===== config.mk =====
export PLATFORM = sky130hd
export DESIGN_NAME = transceiver_bringup_controller
export DESIGN_NICKNAME = d
export VERILOG_FILES = /design/src/design/tbc_pkg.sv /design/src/design/tbc_step.sv /design/src/design/transceiver_bringup_controller.sv
export SDC_FILE = /design/constraint.sdc
export NUM_CORES = 1
export LEC_CHECK = 0
export BUFFER_PORTS_ARGS = -buffer_cell sky130_fd_sc_hd__buf_4
export CELL_PAD_IN_SITES_DETAIL_PLACEMENT = 1
export CELL_PAD_IN_SITES_GLOBAL_PLACEMENT = 1
export CORE_AREA = 2 2 76 78
export DETAILED_ROUTE_END_ITERATION = 7
export DIE_AREA = 0 0 78 80
export PLACE_DENSITY = 0.75
export SLEW_MARGIN = 0
export SYNTH_ARGS = -nofsm -noshare
export SYNTH_HDL_FRONTEND = slang
export SYNTH_SLANG_ARGS = --single-unit

===== constraint.sdc =====
create_clock -name aclk -period 2.6 [get_ports aclk]
set_clock_uncertainty 0.1 [all_clocks]
set_input_delay 0.26 -clock aclk [delete_from_list [all_inputs] [get_ports aclk]]
set_output_delay 0.26 -clock aclk [all_outputs]
set_load 0.03 [all_outputs]

===== src/design/tbc_pkg.sv =====
// Shared types and codes for the transceiver bring-up controller.
package tbc_pkg;

    typedef enum logic [1:0] {
        ST_NOT_INSTALLED = 2'd0,
        ST_DEPENDENCY    = 2'd1,
        ST_OFFLINE       = 2'd2,
        ST_ENABLED       = 2'd3
    } op_state_t;

    typedef enum logic [3:0] {
        FUNC_SWACT       = 4'd0,
        FUNC_RAMP_READY  = 4'd1,
        FUNC_REPORT      = 4'd2,
        FUNC_ATTR_REPLY  = 4'd3,
        FUNC_CONN_ACK    = 4'd4,
        FUNC_CONN_NACK   = 4'd5,
        FUNC_START_ACK   = 4'd6,
        FUNC_START_NACK  = 4'd7,
        FUNC_LINK_DOWN   = 4'd8
    } func_t;

    localparam logic [2:0] AV_NOT_INSTALLED = 3'd0;
    localparam logic [2:0] AV_POWER_OFF     = 3'd1;
    localparam logic [2:0] AV_DEPENDENCY    = 3'd2;
    localparam logic [2:0] AV_OFFLINE       = 3'd3;
    localparam logic [2:0] AV_OK            = 3'd4;

    localparam int unsigned CFG_INDEX_W = 2;
    localparam logic [CFG_INDEX_W-1:0] CFG_WAIT_SW_ACT = 2'd0;
    localparam logic [CFG_INDEX_W-1:0] CFG_REQ_FEATURE = 2'd1;
    localparam logic [CFG_INDEX_W-1:0] CFG_NO_OFFLINE  = 2'd2;

    typedef struct packed {
        logic wait_sw_act;
        logic req_feature;
        logic no_offline;
    } cfg_t;

    typedef struct packed {
        logic swact_seen;
        logic attr_requested;
        logic attr_replied;
        logic unlock_requested;
        logic connect_requested;
        logic connect_acked;
        logic start_requested;
    } prog_t;

    typedef struct packed {
        func_t      func;
        logic       rep_operational_enabled;
        logic [2:0] rep_availability;
        logic       admin_unlocked;
        logic       ramp_waiting;
    } item_t;

    typedef struct packed {
        op_state_t new_state;
        logic      send_get_attr;
        logic      attr_with_features;
        logic      send_admin_unlock;
        logic      send_link_connect;
        logic      send_opstart;
        logic      notify_enabled;
        logic      notify_disabled;
        logic      drop_link;
    } result_t;

endpackage


===== src/design/tbc_step.sv =====
// Event decision logic: one event against the current state and progress flags.
module tbc_step (
    input  tbc_pkg::cfg_t      cfg,
    input  tbc_pkg::op_state_t state,
    input  tbc_pkg::prog_t     prog,
    input  tbc_pkg::item_t     item,
    output tbc_pkg::op_state_t state_next,
    output tbc_pkg::prog_t     prog_next,
    output tbc_pkg::result_t   result
);
    import tbc_pkg::*;

    typedef struct packed {
        prog_t prog;
        logic  get_attr;
        logic  feat;
        logic  unlock;
        logic  conn;
        logic  start;
    } loop_t;

    typedef struct packed {
        op_state_t st;
        loop_t     lp;
        logic      en;
    } enter_t;

    // Request sequencer: issues whatever request the progress flags call for next.
    function automatic loop_t run_loop(prog_t p, logic allow, logic admin, logic ramp,
                                       cfg_t c);
        loop_t r;
        r = '0;
        r.prog = p;
        if (!ramp && !(c.wait_sw_act && !p.swact_seen)) begin
            if (!p.attr_requested && !p.attr_replied) begin
                r.get_attr = 1'b1;
                r.feat = c.req_feature;
                r.prog.attr_requested = 1'b1;
            end
            if (p.attr_replied && !admin && !p.unlock_requested) begin
                r.unlock = 1'b1;
                r.prog.unlock_requested = 1'b1;
            end
            if (allow && admin && !p.connect_requested && !p.connect_acked) begin
                r.conn = 1'b1;
                r.prog.connect_requested = 1'b1;
            end
            if (allow && admin && p.connect_acked && !p.start_requested) begin
                r.start = 1'b1;
                r.prog.start_requested = 1'b1;
            end
        end
        return r;
    endfunction

    // On-enter actions of a state change.
    function automatic enter_t enter_state(op_state_t s, prog_t p, logic admin, logic ramp,
                                           cfg_t c);
        enter_t r;
        r = '0;
        r.st = s;
        r.lp.prog = p;
        case (s)
            ST_NOT_INSTALLED: begin
                r.lp.prog = '0;
            end
            ST_DEPENDENCY: begin
                if (c.no_offline) begin
                    r.st = ST_OFFLINE;
                    r.lp = run_loop(p, 1'b1, admin, ramp, c);
                end else begin
                    r.lp = run_loop(p, 1'b0, admin, ramp, c);
                end
            end
            ST_OFFLINE: begin
                r.lp = run_loop(p, 1'b1, admin, ramp, c);
            end
            default: begin
                r.lp.prog = '0;
                r.lp.prog.swact_seen = p.swact_seen;
                r.en = 1'b1;
            end
        endcase
        return r;
    endfunction

    prog_t     p_pre;
    logic      do_enter;
    logic      do_loop;
    logic      loop_allow;
    op_state_t target;
    logic      dis;
    logic      drop;
    logic      wait_state;
    logic      av_gone;
    logic      av_ready;
    enter_t    ent;
    loop_t     lp;
    loop_t     act;
    logic      en;

    always_comb begin
        p_pre      = prog;
        do_enter   = 1'b0;
        do_loop    = 1'b0;
        loop_allow = (state == ST_OFFLINE);
        target     = ST_NOT_INSTALLED;
        dis        = 1'b0;
        drop       = 1'b0;
        wait_state = (state == ST_DEPENDENCY) || (state == ST_OFFLINE);
        av_gone    = (item.rep_availability == AV_NOT_INSTALLED) ||
                     (item.rep_availability == AV_POWER_OFF);
        av_ready   = (item.rep_availability == AV_OFFLINE) ||
                     (item.rep_availability == AV_OK);

        case (item.func)
            FUNC_SWACT: begin
                if (state != ST_ENABLED) begin
                    p_pre.swact_seen = 1'b1;
                end
                do_loop = wait_state;
            end
            FUNC_RAMP_READY: begin
                do_loop = wait_state;
            end
            FUNC_REPORT: begin
                if (state == ST_ENABLED) begin
                    if (!item.rep_operational_enabled) begin
                        if (av_gone) begin
                            dis = 1'b1; do_enter = 1'b1; target = ST_NOT_INSTALLED;
                        end else if (item.rep_availability == AV_DEPENDENCY) begin
                            dis = 1'b1; do_enter = 1'b1; target = ST_DEPENDENCY;
                        end else if (av_ready) begin
                            dis = 1'b1; do_enter = 1'b1; target = ST_OFFLINE;
                        end
                    end
                end else if (item.rep_operational_enabled) begin
                    do_enter = 1'b1;
                    target   = ST_ENABLED;
                end else if (state == ST_NOT_INSTALLED) begin
                    if (item.rep_availability == AV_DEPENDENCY) begin
                        do_enter = 1'b1; target = ST_DEPENDENCY;
                    end else if (av_ready) begin
                        do_enter = 1'b1; target = ST_OFFLINE;
                    end
                end else if (av_gone) begin
                    do_enter = 1'b1;
                    target   = ST_NOT_INSTALLED;
                end else if (item.rep_availability == AV_DEPENDENCY) begin
                    if (state == ST_OFFLINE && !cfg.no_offline) begin
                        do_enter = 1'b1; target = ST_DEPENDENCY;
                    end else begin
                        do_loop = 1'b1;
                    end
                end else if (av_ready) begin
                    if (state == ST_DEPENDENCY) begin
                        do_enter = 1'b1; target = ST_OFFLINE;
                    end else begin
                        do_loop = 1'b1; loop_allow = 1'b1;
                    end
                end
            end
            FUNC_ATTR_REPLY: begin
                if (wait_state) begin
                    p_pre.attr_replied   = 1'b1;
                    p_pre.attr_requested = 1'b0;
                    do_loop = 1'b1;
                end
            end
            FUNC_CONN_ACK: begin
                if (wait_state) begin
                    p_pre.connect_acked     = 1'b1;
                    p_pre.connect_requested = 1'b0;
                    do_loop = 1'b1;
                end
            end
            FUNC_CONN_NACK: begin
                drop = wait_state;
            end
            FUNC_START_ACK, FUNC_START_NACK: begin
                p_pre.start_requested = 1'b0;
            end
            FUNC_LINK_DOWN: begin
                if (state != ST_NOT_INSTALLED) begin
                    dis = (state == ST_ENABLED);
                    do_enter = 1'b1;
                    target = ST_NOT_INSTALLED;
                end
            end
            default: begin
            end
        endcase

        ent = enter_state(target, p_pre, item.admin_unlocked, item.ramp_waiting, cfg);
        lp  = run_loop(p_pre, loop_allow, item.admin_unlocked, item.ramp_waiting, cfg);

        en = 1'b0;
        if (do_enter) begin
            state_next = ent.st;
            act        = ent.lp;
            en         = ent.en;
        end else if (do_loop) begin
            state_next = state;
            act        = lp;
        end else begin
            state_next = state;
            act        = '0;
            act.prog   = p_pre;
        end
        prog_next = act.prog;

        result.new_state          = state_next;
        result.send_get_attr      = act.get_attr;
        result.attr_with_features = act.feat;
        result.send_admin_unlock  = act.unlock;
        result.send_link_connect  = act.conn;
        result.send_opstart       = act.start;
        result.notify_enabled     = en;
        result.notify_disabled    = dis;
        result.drop_link          = drop;
    end

endmodule


===== src/design/transceiver_bringup_controller.sv =====
// Top level of the transceiver bring-up controller: stream ports, registers, state.
// A taken event waits in the input register; its result is then registered onto m_tdata.
// Throughput: one event per cycle; the input stalls only while both registers are full
// and the result is held. State and progress flags update as the result register loads.
// Reset (aresetn low, synchronous) empties both registers, clears all configuration bits,
// and returns the object to not installed with every progress flag cleared.
module transceiver_bringup_controller (
    input  logic                               aclk,
    input  logic                               aresetn,
    // Configuration write port.
    input  logic                               cfg_wr_en,
    input  logic [tbc_pkg::CFG_INDEX_W-1:0]    cfg_wr_index,
    input  logic [0:0]                         cfg_wr_data,
    // Event channel.
    input  logic                               s_tvalid,
    output logic                               s_tready,
    // s_tdata, low bit up: rep_operational_enabled[0], rep_availability[3:1],
    // admin_unlocked[4], ramp_waiting[5], zero padding[7:6].
    input  logic [7:0]                         s_tdata,
    // s_tuser: func[3:0].
    input  logic [3:0]                         s_tuser,
    // Result channel.
    output logic                               m_tvalid,
    input  logic                               m_tready,
    // m_tdata, low bit up: new_state[1:0], send_get_attr[2], attr_with_features[3],
    // send_admin_unlock[4], send_link_connect[5], send_opstart[6], notify_enabled[7],
    // notify_disabled[8], drop_link[9], zero padding[15:10].
    output logic [15:0]                        m_tdata
);
    import tbc_pkg::*;

    cfg_t      cfg_reg;
    item_t     item_reg;
    logic      in_valid_reg;
    result_t   result_reg;
    logic      out_valid_reg;
    op_state_t state_reg;
    prog_t     prog_reg;

    op_state_t state_next;
    prog_t     prog_next;
    result_t   result_next;
    logic      advance;
    logic      in_take;

    // Write configuration bits only with no transaction in flight; the block does not check.
    always_ff @(posedge aclk) begin
        if (!aresetn) begin
            cfg_reg <= '0;
        end else if (cfg_wr_en) begin
            case (cfg_wr_index)
                CFG_WAIT_SW_ACT: cfg_reg.wait_sw_act <= cfg_wr_data[0];
                CFG_REQ_FEATURE: cfg_reg.req_feature <= cfg_wr_data[0];
                CFG_NO_OFFLINE:  cfg_reg.no_offline  <= cfg_wr_data[0];
                default: begin
                end
            endcase
        end
    end

    // The held event moves on whenever the result register is empty or being drained,
    // so a new event can enter in the same cycle and the pipeline never bubbles.
    assign advance  = in_valid_reg && (!out_valid_reg || m_tready);
    assign s_tready = !in_valid_reg || advance;
    assign in_take  = s_tvalid && s_tready;

    always_ff @(posedge aclk) begin
        if (!aresetn) begin
            in_valid_reg <= 1'b0;
        end else if (in_take) begin
            in_valid_reg <= 1'b1;
        end else if (advance) begin
            in_valid_reg <= 1'b0;
        end
    end

    always_ff @(posedge aclk) begin
        if (in_take) begin
            item_reg.func                    <= func_t'(s_tuser);
            item_reg.rep_operational_enabled <= s_tdata[0];
            item_reg.rep_availability        <= s_tdata[3:1];
            item_reg.admin_unlocked          <= s_tdata[4];
            item_reg.ramp_waiting            <= s_tdata[5];
        end
    end

    tbc_step u_step (
        .cfg        (cfg_reg),
        .state      (state_reg),
        .prog       (prog_reg),
        .item       (item_reg),
        .state_next (state_next),
        .prog_next  (prog_next),
        .result     (result_next)
    );

    // The state commits together with the result, so the next event sees it at once.
    always_ff @(posedge aclk) begin
        if (!aresetn) begin
            state_reg     <= ST_NOT_INSTALLED;
            prog_reg      <= '0;
            out_valid_reg <= 1'b0;
        end else if (advance) begin
            state_reg     <= state_next;
            prog_reg      <= prog_next;
            out_valid_reg <= 1'b1;
        end else if (m_tready) begin
            out_valid_reg <= 1'b0;
        end
    end

    always_ff @(posedge aclk) begin
        if (advance) begin
            result_reg <= result_next;
        end
    end

    assign m_tvalid = out_valid_reg;
    assign m_tdata  = {6'd0,
                       result_reg.drop_link,
                       result_reg.notify_disabled,
                       result_reg.notify_enabled,
                       result_reg.send_opstart,
                       result_reg.send_link_connect,
                       result_reg.send_admin_unlock,
                       result_reg.attr_with_features,
                       result_reg.send_get_attr,
                       result_reg.new_state};

`ifndef SYNTHESIS
    // The input side only stalls while both registers are full and the result is held.
    assert property (@(posedge aclk) disable iff (!aresetn)
        !s_tready |-> (in_valid_reg && out_valid_reg && !m_tready))
        else $error("input stalled without a held result");

    // Enabled means every request flag was cleared on entry and none was raised since.
    assert property (@(posedge aclk) disable iff (!aresetn)
        (state_reg == ST_ENABLED) |-> (prog_reg.attr_requested == 1'b0 &&
            prog_reg.attr_replied == 1'b0 && prog_reg.unlock_requested == 1'b0 &&
            prog_reg.connect_requested == 1'b0 && prog_reg.connect_acked == 1'b0 &&
            prog_reg.start_requested == 1'b0))
        else $error("progress flags set while enabled");

    // The feature attribute only rides along with a get-attributes request.
    assert property (@(posedge aclk) disable iff (!aresetn)
        (out_valid_reg && result_reg.attr_with_features) |-> result_reg.send_get_attr)
        else $error("feature attribute without get-attributes request");

    // An enable notification always reports the enabled state and no disable.
    assert property (@(posedge aclk) disable iff (!aresetn)
        (out_valid_reg && result_reg.notify_enabled) |->
            (result_reg.new_state == ST_ENABLED && !result_reg.notify_disabled))
        else $error("enable notification in wrong state");

    // A result that is not taken stays put.
    assert property (@(posedge aclk) disable iff (!aresetn)
        (out_valid_reg && !m_tready) |=> (out_valid_reg && $stable(result_reg)))
        else $error("held result changed");
`endif

endmodule

==> results of run 1 <==
[cells by family (layout without fill, tap and decap cells)]
| kind of cell | after synthesis | count (layout) | synth area share |
|---|---|---|---|
| mux | 3 | 3 | 0.0152 |
| flops | 34 | 34 | 0.446 |
| fa+ha+maj | 9 | 9 | 0.0571 |
| buf+inv | 20 | 83 | 0.0501 |
| simple gates | 73 | 73 | 0.209 |
| compound gates | 56 | 56 | 0.220 |
| other cells | 1 | 6 | 0.00190 |
[worst paths after layout]
check | from | end | depth (start not counted)
min reg2reg | prog_reg[5] | prog_reg[5] | 1
min | s_tuser[0] | item_reg[6] | 1
max | state_reg[0] | prog_reg[2] | 9
max reg2reg | state_reg[0] | prog_reg[2] | 9
[routing by layer]
| layer | wire length, um | GRT usage | share of wire | vias to the layer above |
|---|---|---|---|---|
| met1 | 2300 | 0.211 | 0.44 | 837 |
| li1 | - | - | - | 858 |
| met2 | 2610 | 0.297 | 0.50 | 37 |
| met4 | 92 | 0.0579 | 0.018 | 0 |
| met5 | 0 | 0 | 0 | - |
| met3 | 190 | 0.0385 | 0.037 | 9 |
[power groups by stage]
stage | combinational [mW] | clock, mW | sequential, mW
floorplan | 0.0785 | 0 | 0.628
global placement | 0.154 | 0 | 0.615
detailed placement | 0.156 | 0 | 0.616
CTS | 0.158 | 0.418 | 0.604
global route | 0.182 | 0.436 | 0.605
finish | 0.167 | 0.403 | 0.603
[cells in the final DEF, fill, tap and decap left out, types with 2 or more instances in the layout]
master,instances
conb_1,6
o21a_1,3
and2_1,5
nor2_4,4
dfxtp_1,12
o211ai_1,4
a21oi_1,5
nor2_1,8
nand3_1,3
ha_1,3
a31oi_1,4
ha_2,3
o21ai_0,6
and3_1,3
ha_4,3
nand4b_1,2
nor3_1,6
edfxtp_1,20
o311a_1,5
nor2b_1,8
nand2b_1,4
buf_4,65
inv_2,2
inv_1,8
mux2i_1,3
a21boi_1,2
o21ai_1,6
clkbuf_8,6
nand2_1,17
nand3b_1,2
clkbuf_1,2
dfxtp_4,2
[stage by stage]
step                      std cells  utilization
final                           336        0.507
after detailed placement        327        0.463
after floorplan                 201            -
after CTS                       335        0.482
after global routing            336        0.507
after global placement          327        0.463
[timing repair]
item                                    in CTS  in global routing
resized for setup                            6                 28
pin swaps                                    2                  5
endpoints found under the setup margin       9                 12
hold buffers                                 0                  0
setup buffers                                0                  1
[layout make-up]
cell class / count / share of cell area
clock buffer: 8 / 0.0329
inverter: 10 / 0.0137
multi-input combinational: 147 / 0.418
sequential: 34 / 0.324
tap: 72 / 0.0329
timing repair buffer: 65 / 0.178
[worst register-to-register path, cell delays in order (launching register included)]
cell and delay [ps]:
dfxtp_4 360, inv_2 100, ha_4 150, or3b_4 390, a211o_1 310, a31oi_4 250, nor2_4 70, buf_4 150
o311a_1 340, a32o_1 210
==> metrics.txt, run 1 <==
DP Worst Slack -101 ps; setup tns final 0 ps; Starting Density 0.365; Main synth FF type edfxtp_1; vias 1,741; clock power share 0.344; Max clock buf depth 2; TritonRoute pass-1 iters 4; slowest stage cell, crit path or3b_4; register area share after synthesis 0.446; H-Tree Depth 2; YS warnings 0; first-pass GRT wire length between 8000 and 9000 um; Worst-Skew Late Latency between 200 and 300 ps; synth-to-layout area growth 38.8%; fraction of layout cells with a size suffix above 1 0.379; EDFF count, synth 20; worst-path maximum fanout 4; worst setup margin ~55 ps; most frequent cell after synthesis edfxtp_1; worst path bufs/invs 2; I/O pins 38; CP Data Arrival Time 2620 ps; Tmin final between 2000 and 3000 ps; status complete, no violations; cell area after layout roughly 2700 um^2; slew at the pin closest to its max-slew limit approximately 590 ps; Max Cap Violations 0; Vias per Instance approximately 5.2; multi-input logic area ~1100 um^2; Max Freq between 300 and 400 MHz; share of the synthesized area in the top cell type 0.304; Switch Pwr about 0.30 mW; crit-path max cell delay 390 ps; vias in the first global route around 1,700; drt wl/cell about 15 um; wirelength, routed just over 5000 um; drt initial violations 97; Post-Syn Instances 196; Critical Path RT between 2000 and 3000 ps; Seq pwr share 0.514; Cell Pwr Density around 430 nW/um^2; Final GP Congestion about 0.77; die area 6240 um^2; Relative slew margins 0.601; Critical Path Source Type flop; drt drc 0; most common library cells after synthesis 20 x edfxtp_1, 17 x nand2_1, 14 x dfxtp_1, 11 x nor2_1, 10 x inv_1; top cells by area, synth edfxtp_1 30%, dfxtp_1 14%, ha_1 5.7%, nand2_1 3.2%, nor2b_1 2.9%; Clock Root Buffer clkbuf_8; Crit Path Class reg -> reg; Post-synth ARST share 0; Final Hold Viols 0; Gate power share 0.142; final setup fails 0; GRT Util Overall 0.172; Final Cycle Share 0.979; Seq cells post-synth 34; Filler Cell Count 615; maximum VDD drop roughly 0.33 mV; Unique masters post-synth 54; CP Capture Type flop; Slew Limit Fails 0; synthesized area per cell around 10 um^2; switch share 0.252; Final nets approximately 300; clk sink count 34; Port Buffers 29; largest net degree at the start of global routing 19; clock buffer count from CTS 5; DP HPWL 3790 um; Post-DRT Antenna Nets 0; die width 78 um; total core area between 5000 and 6000 um^2; Congestion Overflow GR 0; Min Hold Slack approximately 50 ps; leading area contributor after synthesis edfxtp_1; initial antenna violation count 0; CTS tree yes; Cell Rows 27; Power, Total roughly 1.2 mW; Post-Syn Area just under 2000 um^2; HP Class in -> reg; Die H ~80 um; P_leak roughly 1.1 nW; ant diodes 0; register area a little under 900 um^2; CTS clk-pin slew, worst paths ~70 ps; worst-path cell chain inv_2, ha_4, or3b_4, a211o_1, a31oi_4, nor2_4, buf_4, o311a_1, a32o_1; reg-to-reg slack, setup 60 ps; Worst path top cell family by delay compound AO/OA/AOI/OAI gates; P_int 0.878 mW; post-placement cell area 2500 um^2
(Power assumes the default switching activity.)
==> inputs of run 2 (changes only) <==
--- a/config.mk
+++ b/config.mk
@@ -8,10 +8,10 @@
 export BUFFER_PORTS_ARGS = -buffer_cell sky130_fd_sc_hd__buf_4
 export CELL_PAD_IN_SITES_DETAIL_PLACEMENT = 1
 export CELL_PAD_IN_SITES_GLOBAL_PLACEMENT = 1
-export CORE_AREA = 2 2 76 78
+export CORE_AREA = 2 2 70 72
 export DETAILED_ROUTE_END_ITERATION = 7
-export DIE_AREA = 0 0 78 80
-export PLACE_DENSITY = 0.75
+export DIE_AREA = 0 0 72 74
+export PLACE_DENSITY = 0.83
 export SLEW_MARGIN = 0
 export SYNTH_ARGS = -nofsm -noshare
 export SYNTH_HDL_FRONTEND = slang
==> constraint.sdc (replaced) <==
create_clock -name aclk -period 3 [get_ports aclk]
set_clock_uncertainty 0.1 [all_clocks]
set_input_delay 0.3 -clock aclk [delete_from_list [all_inputs] [get_ports aclk]]
set_output_delay 0.3 -clock aclk [all_outputs]
set_load 0.03 [all_outputs]
==> run 2 against run 1 <==
Net effect: clock power grew 2%; sequential share of layout area increased by 4.7 points; worst setup slack improved by 81 ps; critical endpoint unchanged; largest power group unchanged; cell count shrank 15%; first-iteration DRC count is 45% lower.
==> metrics.txt, run 2 (same netlist as run 1, synthesis figures left out) <==
H-Tree Depth 2; first-pass GRT wire length about 8000 um; Final Cycle Share 0.954; Met2 Routed Length about 2300 um; Final GP Congestion between 0.7 and 0.8; worst-path maximum fanout 6; clk sink count 34; Starting Density 0.429; RSZ-0062 raised after global routing no; Tmin final roughly 2900 ps; R2R Path Start state_reg[1]; P_leak 0.933 nW; drt drc 0; Crit Path Class reg -> reg; Final nets roughly 260; Slew Limit Fails 0; DR top layer met4; wirelength, routed roughly 4700 um; largest net degree at the start of global routing 19; vias in the first global route around 1,600; DP HPWL between 3000 and 4000 um; fraction of layout cells with a size suffix above 1 0.227; Vias per Instance around 5.7; reg-to-reg slack, setup approximately 140 ps; Critical Path Source state_reg[1]; die area between 5000 and 6000 um^2; maximum VDD drop roughly 0.23 mV; clock buffer count from CTS 5; Relative slew margins 0.534; Max Cap Violations 0; drt wl/cell 16.4 um; drt initial violations between 50 and 60; Worst-Skew Late Latency 280 ps; wire length on met3 between 150 and 200 um; Cell Rows 25; CTS clk-pin slew, worst paths ~70 ps; Congestion Overflow GR 0; Filler Cell Count about 520; ant diodes 0; GRT Util Overall 0.196; Die H 74 um; Max clock buf depth 2; DP Worst Slack between 150 and 200 ps; CP endpoint prog_reg[2]; I/O pins 38; CP Data Arrival Time approximately 2900 ps; met1 WL around 2200 um; Critical Path RT between 3000 and 4000 ps; synth-to-layout area growth 20.4%; status complete, no violations; FF-to-FF path depth 11; setup tns final 0 ps; slew at the pin closest to its max-slew limit between 600 and 700 ps; Max Freq roughly 350 MHz; Post-DRT Antenna Nets 0; reg-to-reg endpoint prog_reg[2]; Cell Pwr Density 444 nW/um^2; final setup fails 0; worst setup margin ~140 ps; die width between 70 and 80 um; TritonRoute pass-1 iters 4; CP Capture Type flop; total core area about 4600 um^2; initial antenna violation count 0; Critical Path Source Type flop; Port Buffers 29; vias ~1,600; final core utilization 0.517; most common cell after layout, fill and taps aside buf_4; most frequent cells in the layout 34 x buf_4, 20 x edfxtp_1, 17 x nand2_1, 13 x dfxtp_1, 10 x inv_1; HP Class in -> reg; CTS tree yes; Final Hold Viols 0; Clock Root Buffer clkbuf_8
==> run 2: cell count changes in the layout (fill, tap and decap cells not counted), sizes merged <==
| cell | before | now |
|---|---|---|
| buf | 65 | 34 |
| clkbuf | 8 | 6 |
| bufinv | 0 | 1 |
| clkinvlp | 0 | 1 |
==> run 2: repair_timing <==
item,in CTS,in global routing
hold buffers,0,0
gates resized for setup,0,5
setup buffers,0,1
endpoints found under the setup margin,0,5
==> run 2: how the worst min path moves through the flow <==
stage,start,to,slack [ps],cells after the start
floorplan,s_tdata[5],item_reg[0],300,0
global placement,prog_reg[5],prog_reg[5],340,1
detailed placement,prog_reg[5],prog_reg[5],350,1
CTS,s_tdata[4],item_reg[1],80,1
global route,s_tdata[5],item_reg[0],70,1
finish,s_tuser[2],item_reg[8],90,1
==> run 2: layer usage <==
metal	GRT usage	vias to the layer above
met5	0	-
met4	0.0629	0
met3	0.0407	6
met2	0.335	43
met1	0.250	793
li1	-	792
==> run 2: report_power, final <==
part / internal (mW) / switching, mW / total [mW]
clock: 0.248 / 0.163 / 0.411
combinational: 0.0456 / 0.0712 / 0.117
sequential: 0.512 / 0.0160 / 0.528
==> run 2: worst max-delay path: stages, from the launching register on <==
cell	delay [ps]
dfxtp_1	420
inv_1	140
ha_1	240
nor2_2	160
o21ai_0	100
and3b_1	170
o211a_1	280
ha_1	310
nor2_2	210
nor3_1	70
o311a_1	350
a32o_1	220
==> run 2: metrics by stage <==
step | power [mW] | instance area (um^2) | hold WS (ps) | instances
detailed placement | 0.652 | 2250 | 349 | 278
global placement | 0.649 | 2250 | 345 | 278
finish | 1.06 | 2380 | 87.7 | 287
global route | 1.10 | 2380 | 73.8 | 287
floorplan | 0.613 | 1990 | 299 | 201
CTS | 1.06 | 2360 | 81.5 | 286
==> run 2: final cells by class <==
cell class / instances / area, um^2 / share of cell area
clock buffers: 6 / 72.6 / 0.0305
clock inverters: 2 / 37.5 / 0.0158
inverters: 10 / 37.5 / 0.0158
multi-input cells: 147 / 1020 / 0.431
flip-flops and latches: 34 / 882 / 0.371
well taps: 54 / 67.6 / 0.0284
repair buffers: 34 / 255 / 0.107
==> inputs of run 3 (changes only) <==
--- a/config.mk
+++ b/config.mk
@@ -8,9 +8,9 @@
 export BUFFER_PORTS_ARGS = -buffer_cell sky130_fd_sc_hd__buf_4
 export CELL_PAD_IN_SITES_DETAIL_PLACEMENT = 1
 export CELL_PAD_IN_SITES_GLOBAL_PLACEMENT = 1
-export CORE_AREA = 2 2 70 72
+export CORE_AREA = 2 2 78 65
 export DETAILED_ROUTE_END_ITERATION = 7
-export DIE_AREA = 0 0 72 74
+export DIE_AREA = 0 0 80 67
 export PLACE_DENSITY = 0.83
 export SLEW_MARGIN = 0
 export SYNTH_ARGS = -nofsm -noshare
==> run 3 against run 2 <==
Net effect: sequential share of layout area down 0.15 points; global-route usage up 0.39 points; hold slack worse by 4.2 ps; routed wire length down 0.15%; first-iteration DRC count up 5.7%; non-clock buffer count up 1; clock power down 16%; count of clock-buffer cells in the layout up 2; critical endpoint is now m_tdata[6]; largest cell class unchanged; highest routed layer unchanged.
==> metrics.txt, run 3 (same netlist as run 1, synthesis figures left out) <==
clock power share 0.350; die area 5360 um^2; final core utilization 0.528; Cell Pwr Density 417 nW/um^2; synth-to-layout area growth 20.7%; CTS tree yes; Congestion Overflow GR 0; total core area ~4500 um^2; first-pass GRT wire length 8100 um; most frequent cells in the layout 35 x buf_4, 20 x edfxtp_1, 17 x nand2_1, 14 x dfxtp_1, 10 x inv_1; CP Data Arrival Time between 2000 and 3000 ps; DP HPWL ~3500 um; P_int between 0.7 and 0.8 mW; RSZ-0062 raised after global routing no; Max Cap Violations 0; die width about 80 um; TritonRoute pass-1 iters 4; Cell Rows 22; Post-DRT Antenna Nets 0; CP Capture Type flop; Port Buffers 29; wirelength, routed 4710 um; clk sink count 34; Final nets between 200 and 300; Max Freq 357 MHz; Crit Path Class reg -> reg; Critical Path RT between 3000 and 4000 ps; largest net degree at the start of global routing 19; vias between 1,500 and 2,000; HP Class in -> reg; setup tns final 0 ps; Final GP Congestion 0.823; H-Tree Depth 2; drt drc 0; Max clock buf depth 2; GRT Util Overall 0.200; Min Hold Slack 83.5 ps; Vias per Instance 5.49; Final Cycle Share 0.935; status complete, no violations; ant diodes 0; Worst-Skew Late Latency around 300 ps; Final Hold Viols 0; Relative slew margins 0.589; fraction of layout cells with a size suffix above 1 0.226; vias in the first global route around 1,700; CTS clk-pin slew, worst paths roughly 70 ps; clock buffer count from CTS 5; worst setup margin ~200 ps; DP Worst Slack approximately 98 ps; worst-path maximum fanout 6; switch share 0.249; Hold Buf Count CTS 0; initial antenna violation count 0; Slew Limit Fails 0; Starting Density 0.437; Die H 67 um; final setup fails 0; drt initial violations 56; Tmin final ~2800 ps; P_leak 0.932 nW; most common cell after layout, fill and taps aside buf_4; Critical Path Source Type flop; maximum VDD drop about 0.30 mV; Gate power share 0.118; drt wl/cell about 16 um; Clock Root Buffer clkbuf_8; I/O pins 38; Switch Pwr around 0.25 mW; Seq pwr share 0.532; slew at the pin closest to its max-slew limit 616 ps
-- run 3: changes by cell type in the layout (fill, tap and decap cells not counted), moves of 2 or more --
cell	previous run	this run
ha_1	9	7
nor2_4	0	2
nor2_2	4	1
ha_2	0	2
-- run 3: layout make-up --
class / count / area (um^2)
sequential: 34 / 881
timing repair buffer: 35 / 263
tap: 60 / 75.1
fill: 513 / 2130
clock buffer: 8 / 90.1
multi-input combinational: 147 / 1040
inverter: 10 / 37.5
-- run 3: path summary, 6_finish.rpt --
path	startpoint	slack, ps	endpoint	cells after the start
min reg2reg	prog_reg[5]	370	prog_reg[5]	1
max	state_reg[0]	200	m_tdata[6]	10
min	s_tuser[1]	80	item_reg[7]	1
max reg2reg	state_reg[0]	200	m_tdata[6]	10
-- run 3: routing by layer --
layer / part of all wire / up-vias / routed length, um / global-route usage
met4: 0.015 / 0 / 70 / 0.0636
li1: - / 796 / - / -
met2: 0.45 / 42 / 2140 / 0.310
met3: 0.056 / 8 / 265 / 0.0528
met1: 0.47 / 767 / 2230 / 0.271
met5: 0 / - / 0 / 0
-- run 3: timing repair --
item,CTS,global route
resized for setup,0,7
endpoints found under the setup margin,0,6
buffers inserted,0,1
-- run 3: power by group through the flow --
stage / sequential, mW / combinational (mW) / clock, mW
3_3_place_gp: 0.537 / 0.113 / 0
2_1_floorplan: 0.545 / 0.0681 / 0
3_5_place_dp: 0.538 / 0.115 / 0
6_report: 0.528 / 0.118 / 0.347
4_1_cts: 0.528 / 0.115 / 0.356
5_1_grt: 0.531 / 0.128 / 0.383
-- run 3: worst max-delay path, stage by stage (launching register included) --
cell	delay, ps
dfxtp_1	420
inv_1	120
ha_1	220
nor2_1	180
o21ai_0	100
and3b_1	170
o211a_1	290
inv_1	90
ha_2	270
or3_1	400
a211oi_2	250
-- run 3: per-stage QoR --
step / power, mW / cells / instance area [um^2]
global placement: 0.650 / 285 / 2260
global route: 1.04 / 294 / 2380
finish: 0.993 / 294 / 2380
detailed placement: 0.653 / 285 / 2260
floorplan: 0.613 / 201 / 1990
CTS: 0.999 / 293 / 2350
